[src/hdl/ordered_record_list_engine_top_defines.svh]
// Assertion macros for the ordered record list engine.
// Needs a clock named clock and a reset named reset in the using module.
`ifndef ORDERED_RECORD_LIST_ENGINE_TOP_DEFINES_SVH
`define ORDERED_RECORD_LIST_ENGINE_TOP_DEFINES_SVH
`ifndef ASSERT_OFF
`define ORLE_ASSERT(label, prop) \
   label: assert property (@(posedge clock) disable iff (reset) prop) \
      else $error("ordered record list engine: assertion failed");
`define ORLE_NEVER(label, cond) \
   label: assert property (@(posedge clock) disable iff (reset) !(cond)) \
      else $error("ordered record list engine: forbidden condition seen");
`else
`define ORLE_ASSERT(label, prop)
`define ORLE_NEVER(label, cond)
`endif
`endif

[src/hdl/ordrl_pkg.sv]
// Shared types and constants of the ordered record list engine.
// No dependencies; used by ordrl_cell and ordered_record_list_engine_top.
package ordrl_pkg;

   localparam int CAPACITY      = 16;
   localparam int COUNT_W       = $clog2(CAPACITY + 1);
   localparam int ENTRY_COUNT_W = 5;
   localparam int MODE_W        = 3;
   localparam int STATUS_W      = 2;
   localparam int HEAD_W        = 64;
   localparam int TAIL_W        = 24;
   localparam int GRADE_W       = 8;

   typedef enum logic [MODE_W-1:0] {
      MODE_PUSH_FRONT = 3'd0,
      MODE_PUSH_BACK  = 3'd1,
      MODE_INSERT     = 3'd2,
      MODE_POP_FRONT  = 3'd3,
      MODE_POP_BACK   = 3'd4,
      MODE_REMOVE     = 3'd5
   } mode_type;

   typedef enum logic [STATUS_W-1:0] {
      STATUS_DONE = 2'd0,
      STATUS_MISS = 2'd1,
      STATUS_FULL = 2'd2
   } status_type;

   typedef struct packed {
      logic [HEAD_W-1:0]  head;
      logic [TAIL_W-1:0]  tail;
      logic [GRADE_W-1:0] grade;
   } record_type;

   // Broadcast to every cell in the chain
   typedef struct packed {
      logic       en;       // commit the shift this cycle
      logic       ins;      // opening a gap (push or insert), else closing one
      mode_type   mode;
      record_type item;
   } cell_ctrl_type;

endpackage

[src/hdl/ordrl_cell.sv]
// One slot of the record chain: holds a record, decides its own hit and shifts.
// Depends on ordrl_pkg.
module ordrl_cell (
   input  logic                     clock,
   input  ordrl_pkg::cell_ctrl_type ctrl,
   input  logic                     occupied,
   input  logic                     at_count,
   input  logic                     at_last,
   input  ordrl_pkg::record_type    left_rec,
   input  ordrl_pkg::record_type    right_rec,
   input  logic                     before_in,
   output logic                     before_out,
   output logic                     first,
   output ordrl_pkg::record_type    rec
);
   import ordrl_pkg::*;

   record_type rec_ff;
   record_type rec_in;
   logic       hit;

   // Hit marks a candidate position; the first hit along the chain wins
   always_comb begin
      case (ctrl.mode)
         MODE_PUSH_FRONT: hit = 1'b1;
         MODE_PUSH_BACK:  hit = at_count;
         MODE_INSERT:     hit = (occupied && (rec_ff.grade >= ctrl.item.grade)) || at_count;
         MODE_POP_FRONT:  hit = occupied;
         MODE_POP_BACK:   hit = at_last;
         MODE_REMOVE:     hit = occupied && (rec_ff.head == ctrl.item.head)
                                         && (rec_ff.tail == ctrl.item.tail);
         default:         hit = 1'b0;
      endcase
   end

   assign before_out = before_in | hit;
   assign first      = hit & ~before_in;
   assign rec        = rec_ff;

   always_comb begin
      rec_in = rec_ff;
      if (ctrl.en) begin
         if (ctrl.ins) begin
            if (before_in) begin
               rec_in = left_rec;
            end else if (hit) begin
               rec_in = ctrl.item;
            end
         end else if (before_out) begin
            rec_in = right_rec;
         end
      end
   end

   always_ff @(posedge clock) begin
      rec_ff <= rec_in;
   end

endmodule

[config.mk]
export PLATFORM = sky130hd
export DESIGN_NAME = ordrl_cell
export DESIGN_NICKNAME = d
export VERILOG_FILES = /design/src/hdl/ordered_record_list_engine_top_defines.svh /design/src/hdl/ordrl_pkg.sv /design/src/hdl/ordrl_cell.sv
export SDC_FILE = /design/constraint.sdc
export NUM_CORES = 1
export LEC_CHECK = 0
export BUFFER_PORTS_ARGS = -buffer_cell sky130_fd_sc_hd__buf_2
export CAP_MARGIN = 5
export CELL_PAD_IN_SITES_DETAIL_PLACEMENT = 0
export CELL_PAD_IN_SITES_GLOBAL_PLACEMENT = 1
export CORE_AREA = 2 2 155 157
export CTS_BUF_LIST = sky130_fd_sc_hd__clkbuf_4 sky130_fd_sc_hd__clkbuf_8
export CTS_CLUSTER_SIZE = 16
export DETAILED_ROUTE_END_ITERATION = 16
export DIE_AREA = 0 0 157 159
export PLACE_DENSITY = 0.67
export SYNTH_ARGS = -nofsm -noshare
export SYNTH_HDL_FRONTEND = slang
export SYNTH_SLANG_ARGS = --single-unit
[constraint.sdc]
create_clock -name clock -period 5.95 [get_ports clock]
set_clock_uncertainty 0.15 [all_clocks]
set_input_delay 1.19 -clock clock [delete_from_list [all_inputs] [get_ports clock]]
set_output_delay 1.19 -clock clock [all_outputs]
set_load 0.01 [all_outputs]
## Word level (Yosys, flattened, before mapping)

Index checks and enable logic that the tools add are counted.

| storage, ports and cells | value |
|---|---|
| bits in registers | 96 |
| output and inout bits | 98 |
| logic and storage cells | 27 |

| operators by class | value |
|---|---|
| magnitude comparators | 1 |
| equality and inequality tests | 8 |
| mux-type cells | 5 |
| bitwise gates (word level) | 3 |
| reduce and logical (&&, ||, !) cells | 7 |

Operators with widths:

| kind | count |
|---|---|
| $mux 96 | 4 |
| $eq 64x64->1 | 1 |
| $eq 24x24->1 | 1 |
| $ge 8x8->1 | 1 |
| $eq 3x2->1 const B | 2 |
| $eq 3x3->1 const B | 2 |
| $pmux 1 s6 | 1 |
| $eq 3x1->1 const B | 1 |
| $logic_and 1x1->1 | 3 |
| $logic_not 3->1 | 1 |
| $ne 3x1->1 const B | 1 |
| $reduce_and 3->1 | 1 |
| $reduce_bool 2->1 | 1 |
| $and 1x1->1 | 1 |
| $logic_or 1x1->1 | 1 |
| $not 1->1 | 1 |
| $or 1x1->1 | 1 |

## Longest topological paths before layout

Gate-level depths: netlist of run 1.

| depth | value |
|---|---|
| depth in word-level cells | 7 |
| gate-level depth with buffers | 8 |

## Worst setup path before layout of run 1

Ideal clock, no wire load.

| timing path | value |
|---|---|
| path kind | in2reg |
| start point | input port ctrl[3] in the netlist's numbering |
| end point | register rec_ff (netlist bit rec[0]) (enable) |
| data arrival time | 4.624 ns |
| path slack | 0.704 ns |
| cell stages on the path | 7 |
| path through | inv_1 > ha_1 > o21ai_0 > a2111oi_0 > a21oi_2 > nor2_1 > o31a_1 |

| between the ends | value |
|---|---|
| longest elaborated chain between the ends | 7 |
| elaborated cells between the ends (all ways) | 8 |
| those cells by class | order compare (1); eq/ne (1); mux (1); bitwise (1); reduce/logical (4) |

RTL lines:

| item | line | text |
|---|---|---|
| start, declared | ordrl_cell.sv:5 | `input ordrl_pkg::cell_ctrl_type ctrl,` |
| $ge 8x8->1 * | ordrl_cell.sv:27 | `MODE_INSERT: hit = (occupied && (rec_ff.grade >= ctrl.item.grade)) \|\| at_count;` |
| $logic_and 1x1->1 * | ordrl_cell.sv:27 |  |
| $logic_or 1x1->1 * | ordrl_cell.sv:27 |  |
| $pmux 1 s6 * | ordrl_cell.sv:24 | `case (ctrl.mode)` |
| $or 1x1->1 | ordrl_cell.sv:36 | `assign before_out = before_in \| hit;` |
| $reduce_bool 2->1 (no line) | - |  |
| $reduce_and 3->1 (no line) * | - |  |
| end signal, assigned | ordrl_cell.sv:56 | `rec_ff <= rec_in;` |
| end, declared | ordrl_cell.sv:18 | `record_type rec_ff;` |

Every way passes the cells marked *; elsewhere a longest branch is shown, timed or not.
A chain may end at the register's enable or synchronous reset.

## Worst setup path after layout of run 1

| timing path | value |
|---|---|
| start point | input port ctrl[32] in the netlist's numbering |
| end point | output port first |

| between the ends | value |
|---|---|
| longest elaborated chain between the ends | 5 |

RTL lines:

| item | line | text |
|---|---|---|
| $eq 64x64->1 | ordrl_cell.sv:30 | `MODE_REMOVE: hit = occupied && (rec_ff.head == ctrl.item.head)` |
| $logic_and 1x1->1 | ordrl_cell.sv:30 |  |
| $logic_and 1x1->1 | ordrl_cell.sv:31 | `&& (rec_ff.tail == ctrl.item.tail);` |
| $pmux 1 s6 | ordrl_cell.sv:24 |  |
| $and 1x1->1 | ordrl_cell.sv:37 | `assign first = hit & ~before_in;` |
| end, declared | ordrl_cell.sv:13 | `output logic first,` |

Every way passes these cells.

==> results of run 1 <==
final timing paths:
path,startpoint,end,slack [ps],depth (start not counted)
hold / removal,right_rec[61],rec[61]$_DFFE_PP_,960,3
setup reg to reg,rec[32]$_DFFE_PP_,rec[39]$_DFFE_PP_,2700,7
setup / recovery,ctrl[32],first,1460,8
hold reg to reg,rec[2]$_DFFE_PP_,rec[56]$_DFFE_PP_,1200,6
layout make-up:
type                    count  share of cell area (%)
diodes                      1                  0.0290
clock buffers               9                    1.43
clock inverters             7                   0.883
inverters                  12                   0.521
multi-input cells         441                    35.6
flip-flops and latches     96                    33.4
well taps                 319                    4.62
repair buffers            400                    23.6
kinds of logic (layout without fill, tap and decap cells):
group / after synthesis / count (layout) / synth area share, %
flip-flops: 96 / 96 / 47.0
buffers and inverters: 44 / 428 / 2.92
other: 0 / 1 / 0
AND/OR/NAND/NOR: 140 / 140 / 10.7
adder cells (fa/ha/maj): 8 / 8 / 1.63
XOR/XNOR: 88 / 88 / 12.6
multiplexers: 96 / 96 / 15.7
AO/OA/AOI/OAI: 109 / 109 / 9.53
layer usage:
| layer | GRT usage [%] | vias up |
|---|---|---|
| met1 | 21.7 | 2655 |
| li1 | - | 2861 |
| met2 | 30.9 | 222 |
| met4 | 4.67 | 0 |
| met3 | 3.97 | 15 |
| met5 | 0 | - |
metrics by stage:
step / area (um2) / hold WS (ps) / utilization [%] / worst slack [ps] / std cells
6_report: 8640 / 964 / 37.3 / 1460 / 1285
5_1_grt: 8640 / 954 / 37.3 / 1350 / 1285
4_1_cts: 8640 / 934 / 37.3 / 1390 / 1284
3_5_place_dp: 8440 / 1210 / 36.4 / 1390 / 1268
3_3_place_gp: 8440 / 1200 / 36.4 / 1400 / 1268
2_1_floorplan: 6130 / 1270 / - / 704 / 581
synthesized netlist by cell type, drive strengths merged:
cell type	number	area, um2
a21oi	100	504
nor2	99	372
edfxtp	96	2880
mux2i	96	961
xor2	87	762
nor4	22	175
buf	18	81.3
clkbuf	14	52.6
inv	12	45.0
ha	8	100
nand2	5	18.8
nand4	5	31.3
nor3	4	25.0
a2111oi	2	23.8
o21ai	2	10.0
a211oi	1	12.5
a21o	1	7.51
and2b	1	8.76
nand2b	1	6.26
nand3	1	5.00
nor3b	1	7.51
o211a	1	10.0
o31a	1	8.76
o31ai	1	7.51
or3	1	6.26
xnor2	1	8.76
layout by cell type, fill, tap and decap left out, types with 2 or more instances in the layout:
cell      netlist  routed
buf_2          11     393
nor2_1         99      99
a21oi_1        99      99
mux2i_1        96      96
edfxtp_1       96      96
xor2_1         87      87
nor4_1         16      16
inv_1          12      12
clkbuf_8        0       9
ha_1            8       8
nor4_2          6       6
nand2_1         5       5
nand4_1         5       5
inv_6           0       4
buf_4           0       4
nor3_1          3       3
buf_6           0       2
worst min-delay path, delay by kind of cell:
family / cells / cell delay (ps)
AO/OA/AOI/OAI: 1 / 100
buffers and inverters: 1 / 70
AND/OR/NAND/NOR: 1 / 30
where the power goes:
part	leakage, nW	total (mW)	switching, mW	internal, mW
logic	3.04	0.444	0.242	0.202
clock network	0.0987	0.469	0.269	0.200
registers	0.906	0.846	0.0320	0.814
==> results.md, run 1 <==
* Run status: complete, no violations
* Antenna viol nets, final at 0
* TritonCTS Buffers at 9
* Root buf cell: clkbuf_8
* DR top layer: met4
* CTS tree: done
* Clock insertion delay at the later pin of the skew report at 380 ps
* Kind of critical path: input port to primary output
* Vias in the first global route at 5,835
* Actual slew at the worst max-slew pin at 862 ps
* I/O pin count at 396
* Critical path's slowest cell: nor4_1
* Fin nets at 1,266
* Post-Syn Area per Cell at 10.6 um2
* Vias per inst at 4.48
* Core region area at 0.0232 mm2
* CP Max Fanout at 2
* Worst slew margin at 42.6%
* Detailed-route DRC error count at 0
* Cell variety after synth at 32
* Die ar. at 0.0250 mm2
* Reg clk slew, reported paths at 120 ps
* Post-cts sizing count at 0
* #FFs+latches synth at 96
* Post-CTS Setup Inserts at 0
* Pwr Total at 1.76 mW
* Post-DP HPWL at 18,400 um
* Die Ht at 159 um
* Vias at 5,753
* Maximum number of pins on one net before global-route repair at 103
* Yosys warns at 0
* WL per Instance at 17.8 um
* Post-synthesis cell count at 581
* Initial antenna violation count at 1
* Global-route wire length before repair at 33,400 um
* PD cells at 204 mW/mm2
* Fmax at 0.223 GHz
* Buffers on Ports at 395
* CP endpoint kind: primary output
* Overall Global Routing Usage at 17.7%
* CP Buf/Inv Count at 2
* Clock H-tree levels at 3
* CP delay by family, top: simple AND/OR/NAND/NOR gates
* WL final at 22,900 um
* Layout area overhead at 40.9%
* Site Rows at 56
* RSZ-0062 raised after global routing: no
* Sequential-to-total area share from yosys stat at 47.0%
* VDD IR max at 0.0000945 V
* CTS max path bufs at 2
* CP arrival at 3150 ps
* Met1 wire length at 9660 um
* GPL Wtd Cong at 0.793
* FF/Latch Area at 0.00288 mm2
* Critical Path Most Common Cell: buf_2
* WP data required at 4610 ps
* CTS sink count at 96
* GRT Residual Overflow at 0
* Post-CTS Hold Buffers at 0
* Crit-path cells: buf_2 -> xor2_1 -> nor4_1 -> nand4_1 -> nor4_2 -> nand2_1 -> a211oi_2 -> buf_2
* DR pass1 iterations at 4
* Max Cap Violations at 0
* Static Leakage at 4.04 nW
* Fill count at 2,443
* Initial core utilization at 26.4%
* Period utilization at 75.5%
* DIE WIDTH at 157 um
* Final min period at 4490 ps
* Met3 routed WL at 1640 um
* Largest register FFs at 96
* Max-slew violations at 0
* Final Setup Violations at 0
* Share of cells above drive strength 1 at 44.2%
* TNS Setup at 0 ps
* Hold Path Class: input port to flop
* Mapped Nets at 887
* Area occupied by multi-input gates at 0.00307 mm2
* Met2 routed WL at 11,300 um
* Slowest Stage Delay on Critical Path at 490 ps
* DRT iter0 DRCs at 234
* Count of final hold-check violations at 0
* Synthesized area at 0.00613 mm2
* CP Launch Type: input port
Note: power is estimated with default switching activity, not from simulation.
==> run 2: changes to the inputs <==
- clock period: 5.95 -> 4.6 ns (I/O delays scaled with it)
==> run 2 against run 1 <==
Cell count is essentially flat. Die area stayed put. Power increased by 29%. Via count is 0.94% lower. Non-clock buffer count increased by 1. Largest cell class unchanged. Count of clock-buffer cells in the layout grew 1. Design area rose by 0.52%. Hold slack got worse by 260 ps. Highest routed layer unchanged. Register-to-register slack got worse by 1200 ps.
==> results.md, run 2 (synthesis results as in run 1) <==
* Maximum number of pins on one net before global-route repair at 103
* Fill count at 2,456
* Core region area at 0.0232 mm2
* Hold WS at 700 ps
* Most common cell after layout, fill and taps aside: buf_2
* Vias per inst at 4.43
* Setup ws final at 528 ps
* FF-to-FF Start: rec[46]$_DFFE_PP_
* GPL Wtd Cong at 0.796
* Detailed-route DRC error count at 0
* NetSw at 694 uW
* PD cells at 261 mW/mm2
* Met3 global-route usage at 5.25%
* DP Worst Slack at 510 ps
* TritonCTS Buffers at 9
* Pwr Total at 2.27 mW
* Most frequent cells in the layout: buf_2, nor2_1, a21oi_1
* Layout area overhead at 41.6%
* Reg clk slew, reported paths at 110 ps
* Worst slew margin at 50.4%
* Run status: complete, no violations
* Global-route wire length before repair at 34,000 um
* Initial antenna violation count at 2
* Actual slew at the worst max-slew pin at 744 ps
* Post-DP HPWL at 18,800 um
* CP arrival at 3000 ps
* Initial core utilization at 26.4%
* Met1 Resource Use GR at 22.1%
* Vias at 5,699
* Final Setup Violations at 0
* Fin nets at 1,267
* Power Internal at 1.57 mW
* VDD IR max at 0.000140 V
* Antenna viol nets, final at 0
* Met2 Use GR at 31.6%
* Hold Path Class: input port to flop
* Sequential share of power at 48.3%
* DIE WIDTH at 157 um
* WP data required at 3530 ps
* Max-slew violations at 0
* CTS sink count at 96
* Post-cts sizing count at 0
* Max Cap Violations at 0
* Final min period at 4070 ps
* Final core occ at 37.5%
* Overall Global Routing Usage at 18.1%
* GRT Residual Overflow at 0
* Sw frac at 30.6%
* Site Rows at 56
* DP Area at 0.00849 mm2
* Worst setup startpoint: ctrl[32]
* CP Max Fanout at 2
* Worst reg-to-reg path cell count at 7
* CP endpoint kind: primary output
* Finished Layout Cells at 1,286
* Critical Path Sink: first
* I/O pin count at 396
* Clock share of power at 26.0%
* Worst reg2reg setup slack at 1520 ps
* Root buf cell: clkbuf_8
* Period utilization at 88.5%
* CP Launch Type: input port
* Kind of critical path: input port to primary output
* Comb pwr share at 25.7%
* Post-CTS Hold Buffers at 0
* FF/Latch Area at 0.00288 mm2
* Clock H-tree levels at 3
* Worst R2R End: rec[39]$_DFFE_PP_
* Count of final hold-check violations at 0
* Buffers on Ports at 395
* CTS tree: done
* RSZ-0062 raised after global routing: no
* Largest register FFs at 96
* WL per Instance at 18.2 um
* DRT iter0 DRCs at 226
* Die ar. at 0.0250 mm2
* TNS Setup at 0 ps
* Clock insertion delay at the later pin of the skew report at 380 ps
* Post-CTS Setup Inserts at 0
* Vias in the first global route at 5,821
* Placed instance count at 1,269
* Share of cells above drive strength 1 at 44.4%
* CTS max path bufs at 2
* Finished layout cell area at 0.00869 mm2
* Die Ht at 159 um
* Fmax at 0.246 GHz
* DR pass1 iterations at 4
* WL final at 23,400 um
* Area occupied by multi-input gates at 0.00308 mm2
* Static Leakage at 4.06 nW
* Busiest grt layer: met2
==> run 2: worst min-delay path by stage <==
stage,start,slack [ps],depth (start not counted),to
after floorplan,right_rec[0],1000,2,rec[0]$_DFFE_PP_
after global placement,right_rec[21],1080,3,rec[21]$_DFFE_PP_
after detailed placement,right_rec[53],1090,3,rec[53]$_DFFE_PP_
after CTS,right_rec[46],670,3,rec[46]$_DFFE_PP_
after global routing,right_rec[84],680,3,rec[84]$_DFFE_PP_
final,right_rec[69],700,3,rec[69]$_DFFE_PP_
==> run 2: final cells by class <==
class	count	share of cell area, %
inverters	12	0.519
clock buffers	10	1.51
multi-input cells	441	35.5
diodes	2	0.0576
clock inverters	5	0.677
flip-flops and latches	96	33.2
well taps	319	4.59
repair buffers	401	24.0
==> run 2: critical path, stage by stage <==
cell	delay, ps
buf_2	110
xor2_1	170
nor4_1	580
nand4_1	320
nor4_2	390
nand2_1	110
a211oi_2	220
buf_2	180
==> run 2: layer usage <==
metal | share of wire, % | vias to the layer above
met2 | 48 | 240
li1 | - | 2862
met4 | 1.1 | 0
met5 | 0 | -
met1 | 43 | 2576
met3 | 7.9 | 21
==> run 2: power by group through the flow <==
stage | sequential, mW | combinational (mW) | clock, mW
after floorplan | 1.15 | 0.252 | 0
after global placement | 1.11 | 0.590 | 0
after CTS | 1.10 | 0.596 | 0.621
after detailed placement | 1.12 | 0.594 | 0
final | 1.10 | 0.584 | 0.589
after global routing | 1.10 | 0.648 | 0.643
==> run 3: changes to the inputs <==
- ABC_AREA: not set -> 1
- CORE_AREA: 2 2 155 157 -> 2 2 153 155
- DIE_AREA: 0 0 157 159 -> 0 0 155 157
- PLACE_DENSITY: 0.67 -> 0.78
- clock period: 4.6 -> 4 ns (I/O delays scaled with it)
==> run 3 against run 2 <==
Non-clock buffer count rose by 2. Sequential share of layout area is 1.7 points lower. Core utilization increased by 3.3 points. Combinational power up 18%. Sequential power up 15%. Critical path depth grew 5.
==> results.md, run 3 <==
* Synth area leaders: edfxtp_1, nand2_1, nor2_1
* Most common cell in the netlist: nand2_1
* Reg clk slew, reported paths at 120 ps
* Yosys top cell by area: edfxtp_1
* Most common cell after layout, fill and taps aside: buf_2
* Static Leakage at 4.85 nW
* DR pass1 iterations at 4
* Sequential-to-total area share from yosys stat at 43.2%
* Post-CTS Hold Buffers at 0
* Post-synth EDFFs at 96
* Worst slew margin at 37.4%
* CP Max Fanout at 3
* Overall Global Routing Usage at 19.8%
* Global-route wire length before repair at 36,900 um
* CP Buf/Inv Count at 2
* Critical Path Most Common Cell: nor2_1
* CP arrival at 2270 ps
* Hold Path Class: input port to flop
* Crit-path cells: buf_2 -> nor2_1 -> nor2_1 -> nor2_1 -> nand2_1 -> nor2_1 -> nand2_1 -> nor2_1 -> nand3_1 -> nand2_1 -> nand2_2 -> a21oi_1 -> buf_2
* Kind of critical path: input port to primary output
* CTS max path bufs at 2
* Critical path's slowest cell: nor2_1
* Vias at 7,473
* Worst reg2reg setup slack at 1360 ps
* DIE WIDTH at 155 um
* Max-slew violations at 0
* Vias per inst at 4.54
* #FFs+latches synth at 96
* CTS tree: done
* Synthesized area at 0.00667 mm2
* Post-Syn Area per Cell at 6.80 um2
* WL final at 25,300 um
* Fmax at 0.310 GHz
* Primary FF master, synth: edfxtp_1
* Core region area at 0.0225 mm2
* RSZ-0062 raised after global routing: no
* Hold path depth at 3
* Post-CTS Setup Inserts at 0
* Min-delay src: right_rec[73]
* Site Rows at 55
* Post-DP HPWL at 19,500 um
* Final Setup Violations at 0
* Die ar. at 0.0243 mm2
* CTS sink count at 96
* Clock H-tree levels at 3
* Run status: complete, no violations
* Largest register FFs at 96
* CP delay by family, top: simple AND/OR/NAND/NOR gates
* Placed instance count at 1,627
* CP endpoint kind: primary output
* Worst R2R End: rec[30]$_DFFE_PP_
* Finished Layout Cells at 1,647
* WP data required at 3050 ps
* TNS Setup at 0 ps
* Layout area overhead at 37.3%
* Yosys warns at 0
* Min-Delay Endpoint: rec[73]$_DFFE_PP_
* Post-cts sizing count at 0
* Pwr Total at 2.63 mW
* Post-synth top area share at 43.2%
* Most frequent cells in the layout: buf_2, nand2_1, nor2_1
* Worst reg-to-reg path cell count at 14
* DRT iter0 DRCs at 468
* Mapped Nets at 1,287
* Detailed-route DRC error count at 0
* WL per Instance at 15.4 um
* Antenna viol nets, final at 0
* Vias in the first global route at 7,010
* GPL Wtd Cong at 0.792
* PD cells at 287 mW/mm2
* Count of final hold-check violations at 0
* I/O pin count at 396
* Initial antenna violation count at 4
* FF-to-FF Start: rec[54]$_DFFE_PP_
* Buffers on Ports at 395
* Initial core utilization at 29.6%
* Post-synthesis cell count at 981
* VDD IR max at 0.000144 V
* TritonCTS Buffers at 9
* Cell variety after synth at 23
* Slowest Stage Delay on Critical Path at 220 ps
* Final min period at 3220 ps
* Root buf cell: clkbuf_8
* Actual slew at the worst max-slew pin at 938 ps
* GRT Residual Overflow at 0
* Fraction of registers with async set or reset after synthesis at 0%
* Period utilization at 80.5%
* Share of cells above drive strength 1 at 31.1%
* Die Ht at 157 um
* Clock insertion delay at the later pin of the skew report at 390 ps
* Fin nets at 1,659
* Commonest cells post-synth: nand2_1, nor2_1, inv_1, a31oi_1, edfxtp_1
* Max Cap Violations at 0
* CP Launch Type: input port
* Maximum number of pins on one net before global-route repair at 115
* Fill count at 2,493
[run 3: cells by family after synthesis]
family                     share of synthesized area (%)
adders and majority gates                           1.50
xor gates and xnor gates                            2.76
and+or+nand+nor                                     33.4
AOI/OAI and AO/OA                                   9.83
buffers and inverters                               9.30
DFF                                                 43.2
[run 3: how the worst max path moves through the flow]
stage              from               end  slack (ps)  cells past startpoint
2_1_floorplan   ctrl[1]  rec[0]$_DFFE_PP_         190                     13
3_3_place_gp   ctrl[61]             first         690                     13
5_1_grt        ctrl[61]             first         510                     13
6_report       ctrl[61]             first         780                     13
3_5_place_dp   ctrl[61]             first         680                     13
4_1_cts        ctrl[61]             first         680                     13
[run 3: stage by stage]
step / utilization [%] / cell area [um2] / setup WS [ps] / hold WS, ps
CTS: 40.7 / 9150 / 679 / 568
global placement: 39.8 / 8960 / 693 / 988
detailed placement: 39.8 / 8960 / 684 / 994
finish: 40.7 / 9160 / 779 / 592
global route: 40.7 / 9160 / 513 / 583
floorplan: - / 6670 / 194 / 899
[run 3: worst min-delay path, cell delays in order]
cell	delay (ps)
buf_2	80
nor2_1	30
a31oi_1	120
[run 3: where the power goes]
part | switching, mW | leakage (nW) | internal, mW | total [mW]
Sequential | 0.0491 | 0.907 | 1.21 | 1.26
Clock | 0.394 | 0.101 | 0.291 | 0.685
Combinational | 0.391 | 3.84 | 0.296 | 0.688
Total | 0.834 | 4.85 | 1.79 | 2.63
[run 3: per-layer routing]
metal | GRT usage (%) | vias to the layer above | part of all wire (%)
met2 | 36.2 | 285 | 50
met3 | 5.37 | 27 | 8.2
met1 | 22.7 | 3305 | 40
met5 | 0 | - | 0.051
li1 | - | 3854 | -
met4 | 5.82 | 2 | 1.8
[run 3: cell type report]
cell class / instances / area (um2) / area share [%]
sequential: 96 / 2880 / 31.5
clock buffer: 9 / 124 / 1.35
antenna: 4 / 10.0 / 0.109
clock inverter: 7 / 70.1 / 0.765
tap: 285 / 357 / 3.89
multi-input combinational: 723 / 3170 / 34.6
inverter: 120 / 455 / 4.97
timing repair buffer: 403 / 2100 / 22.9
